[config.mk]
export PLATFORM = sky130hd
export DESIGN_NAME = dlts_cell
export DESIGN_NICKNAME = d
export VERILOG_FILES = /design/src/rtl/dlts_pkg.sv /design/src/rtl/dlts_cell.sv
export SDC_FILE = /design/constraint.sdc
export NUM_CORES = 1
export LEC_CHECK = 0
export BUFFER_PORTS_ARGS = -buffer_cell sky130_fd_sc_hd__buf_2
export CAP_MARGIN = 20
export CORE_AREA = 5 5 154 156
export DETAILED_ROUTE_END_ITERATION = 6
export DIE_AREA = 0 0 159 161
export HOLD_SLACK_MARGIN = 0.06
export PLACE_DENSITY = 0.7
export SLEW_MARGIN = 20
export SYNTH_ARGS = -nofsm -noshare
export SYNTH_HDL_FRONTEND = slang
export SYNTH_SLANG_ARGS = --single-unit
export TNS_END_PERCENT = 5
[constraint.sdc]
create_clock -name clk -period 4.54 [get_ports clk]
set_input_delay 0.908 -clock clk [delete_from_list [all_inputs] [get_ports clk]]
set_output_delay 0.908 -clock clk [all_outputs]
set_load 0.01 [all_outputs]
[src/rtl/dlts_pkg.sv]
// Package: shared constants, types and codes of the delta-list task scheduler.
`timescale 1ns / 1ps
`default_nettype none
package dlts_pkg;

    localparam int MAX_TASKS   = 16;
    localparam int READY_DEPTH = 16;
    localparam int TIME_WIDTH  = 32;

    localparam int PTR_W  = (MAX_TASKS > 1) ? $clog2(MAX_TASKS) : 1;
    localparam int CNT_W  = $clog2(MAX_TASKS + 1);
    localparam int RCNT_W = $clog2(READY_DEPTH + 1);

    typedef logic [TIME_WIDTH-1:0] tval_t;

    typedef struct packed {
        logic [7:0] handle;
        tval_t      delta;
        tval_t      period;
        logic [7:0] pending;
        logic [7:0] ident;
    } entry_t;

    typedef struct packed {
        logic [7:0] ident;
        logic [7:0] handle;
    } ready_item_t;

    // Commands broadcast to the cell row
    localparam logic [1:0] CELL_NOP        = 2'd0;
    localparam logic [1:0] CELL_TICK       = 2'd1;
    localparam logic [1:0] CELL_SHIFT_UP   = 2'd2;
    localparam logic [1:0] CELL_SHIFT_DOWN = 2'd3;

    typedef struct packed {
        logic [1:0]       op;
        logic [PTR_W-1:0] pos;
        logic [CNT_W-1:0] count;
        logic             found;
        tval_t            succ_delta;
        entry_t           new_entry;
    } cell_cmd_t;

    // Item operations
    localparam logic [1:0] OP_TICK     = 2'd0;
    localparam logic [1:0] OP_ADD      = 2'd1;
    localparam logic [1:0] OP_DISPATCH = 2'd2;
    localparam logic [1:0] OP_DELETE   = 2'd3;

    // Sticky error codes
    localparam logic [1:0] ERR_NONE   = 2'd0;
    localparam logic [1:0] ERR_FULL   = 2'd1;
    localparam logic [1:0] ERR_DELETE = 2'd2;

endpackage
`default_nettype wire

[src/rtl/dlts_cell.sv]
// List cell: holds one timed entry and shifts to or from its neighbors.
`timescale 1ns / 1ps
`default_nettype none
module dlts_cell
    import dlts_pkg::*;
(
    input  wire logic             clk,
    input  wire logic             rst_n,
    input  wire cell_cmd_t        cmd,
    input  wire logic [PTR_W-1:0] idx,
    input  wire entry_t           left,
    input  wire entry_t           right,
    output entry_t                ent
);

    entry_t              ent_reg;
    entry_t              ent_next;
    logic [TIME_WIDTH:0] fold_sum;

    always_comb
    begin
        ent_next = ent_reg;
        fold_sum = {1'b0, ent_reg.delta} + {1'b0, right.delta};
        unique case (cmd.op)
            CELL_TICK:
            begin
                if (idx == '0)
                begin
                    if (ent_reg.delta != '0)
                        ent_next.delta = ent_reg.delta - 1'b1;
                    if (ent_next.delta == '0 && ent_reg.pending != 8'hFF)
                        ent_next.pending = ent_reg.pending + 8'd1;
                end
            end
            CELL_SHIFT_UP:
            begin
                if (idx == cmd.pos)
                    ent_next = cmd.new_entry;
                else if (idx > cmd.pos)
                begin
                    ent_next = left;
                    if (cmd.found && CNT_W'(idx) == CNT_W'(cmd.pos) + CNT_W'(1))
                        ent_next.delta = cmd.succ_delta;
                end
            end
            CELL_SHIFT_DOWN:
            begin
                if (idx >= cmd.pos)
                begin
                    ent_next = right;
                    // removed delta folds into the successor, saturating
                    if (idx == cmd.pos && CNT_W'(idx) + CNT_W'(1) < cmd.count)
                        ent_next.delta = fold_sum[TIME_WIDTH] ? '1 : fold_sum[TIME_WIDTH-1:0];
                end
            end
            default:
            begin
                ent_next = ent_reg;
            end
        endcase
    end

    always_ff @(posedge clk or negedge rst_n)
    begin
        if (!rst_n)
            ent_reg <= '0;
        else
            ent_reg <= ent_next;
    end

    assign ent = ent_reg;

endmodule
`default_nettype wire

==> results of run 1 <==
==> critical path, cell delays in order, from the launching register on <==
cell and delay (ns):
dfrtp_1 0.48, or4_1 0.68, or2_1 0.41, or4_1 0.81, a211oi_1 0.33, o21bai_1 0.15
a2111oi_4 0.35, nand4_4 0.19, and2_4 0.23, a221o_1 0.34
==> area by class of cell <==
type	count	area, um^2
fill	2219	10600
multi-input combinational	969	6280
timing repair buffer	440	2330
sequential	88	2200
tap	285	357
clock buffer	10	239
inverter	29	109
clock inverter	6	75.1
antenna	16	40.0
==> layout by cell type, fill, tap and decap left out, types with 11 or more instances in the layout <==
cell type / count
a211oi_1: 17
a21o_1: 15
a21oi_1: 99
a31oi_1: 14
buf_2: 400
buf_4: 38
dfrtp_1: 88
diode_2: 16
ha_1: 45
inv_1: 28
mux2i_1: 90
nand2_1: 128
nand2b_1: 11
nand3_1: 30
nor2_1: 127
nor3_1: 18
nor4_1: 13
o21ai_0: 129
o221ai_1: 26
xnor2_1: 23
xor2_1: 16
==> power groups by stage <==
| stage | sequential (uW) | clock, uW | combinational [uW] |
|---|---|---|---|
| 4_1_cts | 1220 | 843 | 2340 |
| 5_1_grt | 1260 | 884 | 2590 |
| 6_report | 1230 | 831 | 2370 |
| 3_3_place_gp | 1230 | 0 | 2310 |
| 2_1_floorplan | 1310 | 0 | 1310 |
| 3_5_place_dp | 1230 | 0 | 2330 |
==> routing by layer <==
layer | GRT usage [%] | share of wire, % | vias to the layer above
li1 | - | - | 5079
met1 | 33.5 | 38 | 4927
met2 | 47.5 | 48 | 538
met3 | 10.4 | 11 | 94
met4 | 9.42 | 3.1 | 20
met5 | 0 | 0.36 | -
==> final timing paths <==
check	start	end	cells after the start
max	ent[55]	ent[13]	9
min	ent[46]	ent[46]	2
max reg2reg	ent[55]	ent[13]	9
min reg2reg	ent[46]	ent[46]	2
max in group asynchronous	rst_n	ent[81]	2
min in group asynchronous	rst_n	ent[64]	1
==> cell families after synthesis <==
family | synth area share [%]
xor gates and xnor gates | 3.85
DFF | 24.8
buffers and inverters | 4.76
adders and majority gates | 6.57
muxes | 10.5
AOI/OAI and AO/OA | 29.2
and+or+nand+nor | 20.3
==> metrics by stage <==
stage               utilization, %  worst slack [ns]  cell area (um^2)  hold WS [ns]  total power, uW
floorplan                        -             0.614              8880         0.516             2620
global placement              50.7             0.360             11300         0.459             3540
detailed placement            50.7             0.314             11300         0.465             3560
CTS                           52.1             0.500             11600         0.480             4400
global route                  52.3             0.289             11600         0.504             4740
finish                        52.3             0.444             11600         0.472             4430
==> flow_metrics.py, run 1 <==
metrics = {
    "route": {
        "num_vias": 10700,
        "ant_nets": 0,
        "drc": 0,
        "wl_mm": 38.6,
        "viasPerCell": 5.78,
        "drt-initial-drc-count": 903,
        "firstDrtPassIters": 7,
        "wl_per_cell_um": 20.9,
    },
    "clocking": {
        "htree_levels": 3,
        "cts_tree": "built",
        "cts_resized": 0,
        "clk-insertion-delay-late_ns": 0.36,
        "cts_hold_buf": 0,
        "cts_max_path_buffers": 2,
        "cts.sinks": 88,
        "post_cts_buffers": 0,
        "cts-buffers-inserted": 9,
        "cts-root-buf": "clkbuf_16",
        "clk_pin_slew_ns": 0.07,
    },
    "critical_path": {
        "endpoint_kind": "flop",
        "critPathLaunchType": "flop",
        "cp_data_arrival_time_ns": 4.34,
        "path_class": "flop to flop",
        "reg2reg_slack_ns": 0.44,
        "path_max_fanout": 15,
        "critPathRequiredTime_ns": 4.78,
    },
    "synthesis": {
        "synth_edf_count": 0,
        "syn_nets": 1525,
        "synth_area_per_cell_um2": 7.62,
        "yosysWarnings": 0,
        "synth_common_cells": "129 x o21ai_0, 128 x nand2_1, 127 x nor2_1",
        "yosys_register_bits": 88,
        "yosysMostFrequentCell": "o21ai_0",
        "synth_largest_area_cell": "dfrtp_1",
        "synth_top_area_share_pct": 24.8,
        "yosysSeqAreaShare_pct": 24.8,
        "syn_inst": 1165,
        "synthDistinctLibCells": 74,
        "synth_area_leaders": "dfrtp_1 25%, mux2i_1 10%, o21ai_0 7.3%",
        "syn_area_um2": 8880,
        "ys.flop_type": "dfrtp_1",
        "ys_async_sr_fraction_pct": 100,
    },
    "placement": {
        "numPortBuffers": 401,
        "dp.cells": 1811,
        "gp_congestion": 0.953,
        "hpwl_mm": 30.5,
    },
    "global_routing": {
        "grt_max_degree": 121,
        "grt_overflow_total": 0,
        "grt_pass1_wl_mm": 58.1,
        "antenna_found_initial": 25,
        "grt_pass1_vias": 10300,
        "grt_use_total_pct": 28.3,
    },
    "sta": {
        "finClkSkew_ns": 0.0111,
        "rsz0062_at_grt": "no",
        "maxSlewViolCount": 0,
        "finalCritPeriodShare_pct": 90.2,
        "worst_pin_slew_ns": 0.977,
        "slew_headroom_pct": 34.9,
        "report.final.setup_viol": 0,
        "tns_ns": 0,
        "finalHoldViolCount": 0,
        "fmax_mhz": 244,
        "period_needed_ns": 4.10,
    },
    "finish": {
        "instances_no_fill": 1843,
        "largest_register_ffs": 88,
        "final_nets": 1897,
        "area_growth_pct": 31.0,
        "drive_gt1_share_pct": 31.2,
    },
    "floorplanning": {
        "fp.dieW_um": 159,
        "dieArea_um2": 25600,
        "start_util_pct": 39.9,
        "io_pins": 402,
        "die_h_um": 161,
        "core.rowCount": 55,
        "core_area_um2": 22200,
    },
    "pwr": {
        "power.leakage_uw": 0.00573,
        "pwr-share-clk_pct": 18.7,
        "p_switching_uw": 2010,
        "ir_drop_v": 0.000177,
        "p_int_uw": 2430,
        "switching_share_pct": 45.2,
        "seq_power_share_pct": 27.8,
        "combPwrFrac_pct": 53.4,
        "power_density_nw_per_um2": 381,
    },
    "min_path": {
        "min-delay-path-class": "flop to flop",
    },
    "run_status": {
        "status": "finished clean",
    },
    "flow_run": {
        "drv_cap": 0,
    },
}
(Power assumes the default switching activity.)
==> run 2, diff against run 1 <==
--- a/config.mk
+++ b/config.mk
@@ -12,6 +12,7 @@
 export DIE_AREA = 0 0 159 161
 export HOLD_SLACK_MARGIN = 0.06
 export PLACE_DENSITY = 0.7
+export REMOVE_ABC_BUFFERS = 1
 export SLEW_MARGIN = 20
 export SYNTH_ARGS = -nofsm -noshare
 export SYNTH_HDL_FRONTEND = slang
==> run 2 against run 1 <==
Non-clock buffer count rose by 7. Die area did not move. Maximum frequency rose by 1.7%. Register-to-register slack improved by 0.07 ns. Critical path type unchanged. Core utilization rose by 0.18 points. Global-route usage rose by 0.14 points. Final cell count fell by 0.11%. Critical path depth did not move.
==> flow_metrics.py, run 2 (same netlist as run 1, synthesis figures left out) <==
metrics = {
    "critical_path": {
        "path_cells": "nor4_1 > nand3_1 > or4_1 > a211oi_1 > o21bai_1 > a2111oi_4 > nand4_4 > and2_4 > a221o_1",
        "cp_slowest_cell": "or4_1",
        "cp_data_arrival_time_ns": 4.26,
        "reg2reg_depth": 9,
        "critPathRequiredTime_ns": 4.78,
        "r2r_start": "ent[70]",
        "path_max_fanout": 15,
        "endpoint_kind": "flop",
        "cp-startpoint": "ent[70]",
        "worst_path_largest_cell_delay_ns": 0.91,
        "critPathLaunchType": "flop",
        "path_class": "flop to flop",
    },
    "floorplanning": {
        "die_h_um": 161,
        "start_util_pct": 39.9,
        "io_pins": 402,
        "fp.dieW_um": 159,
        "core_area_um2": 22200,
        "core.rowCount": 55,
        "dieArea_um2": 25600,
    },
    "sta": {
        "finalCritPeriodShare_pct": 88.7,
        "slew_headroom_pct": 33.6,
        "tns_ns": 0,
        "finClkSkew_ns": 0.0119,
        "worst_pin_slew_ns": 0.996,
        "rsz0062_at_grt": "no",
        "period_needed_ns": 4.03,
        "report.final.setup_viol": 0,
        "maxSlewViolCount": 0,
        "fmax_mhz": 248,
        "finalHoldViolCount": 0,
    },
    "min_path": {
        "min_delay_path_depth": 2,
        "hold_path_startpoint": "ent[38]",
        "min-delay-path-class": "flop to flop",
    },
    "clocking": {
        "cts.sinks": 88,
        "cts_hold_buf": 0,
        "cts-buffers-inserted": 9,
        "cts_tree": "built",
        "cts_resized": 0,
        "post_cts_buffers": 0,
        "htree_levels": 3,
        "clk-insertion-delay-late_ns": 0.36,
        "clk_pin_slew_ns": 0.07,
        "cts_max_path_buffers": 2,
        "cts-root-buf": "clkbuf_16",
    },
    "placement": {
        "hpwl_mm": 30.2,
        "numPortBuffers": 401,
        "gp_congestion": 0.979,
        "placed_area_um2": 11400,
    },
    "pwr": {
        "totalPowerFinal_uw": 4400,
        "power_density_nw_per_um2": 377,
        "ir_drop_v": 0.000173,
        "power.leakage_uw": 0.00576,
    },
    "finish": {
        "fill_cells": 2219,
        "area_growth_pct": 31.5,
        "multi_input_area_um2": 6280,
        "postLayoutCellArea_um2": 11700,
        "register_area_um2": 2200,
        "final_common_cell": "buf_2",
        "fin_util_pct": 52.5,
        "final_cell_mix": "400 x buf_2, 129 x o21ai_0, 128 x nand2_1, 126 x nor2_1, 99 x a21oi_1",
        "final_nets": 1904,
        "largest_register_ffs": 88,
        "drive_gt1_share_pct": 31.5,
    },
    "flow_run": {
        "drv_cap": 0,
    },
    "global_routing": {
        "grt_pass1_wl_mm": 58.3,
        "grt_overflow_total": 0,
        "grt_pass1_vias": 10700,
        "grt_max_degree": 121,
        "grt_use_total_pct": 28.4,
        "antenna_found_initial": 12,
    },
    "route": {
        "wl_per_cell_um": 21.0,
        "drt-initial-drc-count": 783,
        "drc": 0,
        "num_vias": 10700,
        "wl_mm": 38.7,
        "viasPerCell": 5.82,
        "ant_nets": 0,
        "firstDrtPassIters": 5,
    },
    "run_status": {
        "status": "finished clean",
    },
}
[run 2: cell types whose count changed in the layout (fill, tap and decap cells not counted), moves of 2 or more]
| cell | previous run | this run |
|---|---|---|
| diode_2 | 16 | 7 |
| buf_4 | 38 | 43 |
| buf_12 | 2 | 4 |
| clkinv_4 | 2 | 0 |
[run 2: power by group]
group	total, uW	leakage (uW)	switching (uW)	internal (uW)
sequential	1220	0.00107	225	994
combinational	2370	0.00455	1380	992
clock	815	0.000140	383	432
total	4400	0.00576	1980	2420
[run 2: critical path: cells and delay by family, from the launching register on]
| kind | cells | cell delay, ns |
|---|---|---|
| flip-flops | 1 | 0.39 |
| AO/OA/AOI/OAI | 4 | 1.18 |
| AND/OR/NAND/NOR | 5 | 2.35 |
[run 2: final cells by class]
class / count / share of cell area, %
Antenna cell: 7 / 0.150
Multi-Input combinational cell: 969 / 53.8
Sequential cell: 88 / 18.9
Clock inverter: 6 / 0.579
Timing Repair Buffer: 447 / 20.6
Clock buffer: 10 / 1.96
Inverter: 29 / 0.933
Tap cell: 285 / 3.06
[run 2: final timing paths]
kind                       slack (ns)  endpoint
max in group asynchronous        3.45   ent[74]
setup / recovery                 0.51   ent[15]
setup reg to reg                 0.51   ent[15]
hold reg to reg                  0.48   ent[38]
min in group asynchronous        0.52   ent[58]
hold / removal                   0.48   ent[38]
[run 2: metrics by stage]
step / cells / hold WS (ns) / setup WS [ns]
after floorplan: 1086 / 0.516 / -5.14
after global placement: 1818 / 0.459 / 0.366
after detailed placement: 1818 / 0.465 / 0.265
after CTS: 1834 / 0.482 / 0.484
after global routing: 1839 / 0.503 / 0.263
final: 1841 / 0.480 / 0.513
[run 2: metal layers]
metal / global-route usage (%) / share of wire (%) / up-vias
met5: 0 / 0.19 / -
met4: 12.7 / 4.2 / 12
met3: 8.57 / 9.7 / 101
met2: 48.8 / 49 / 552
met1: 32.7 / 37 / 4974
li1: - / - / 5082
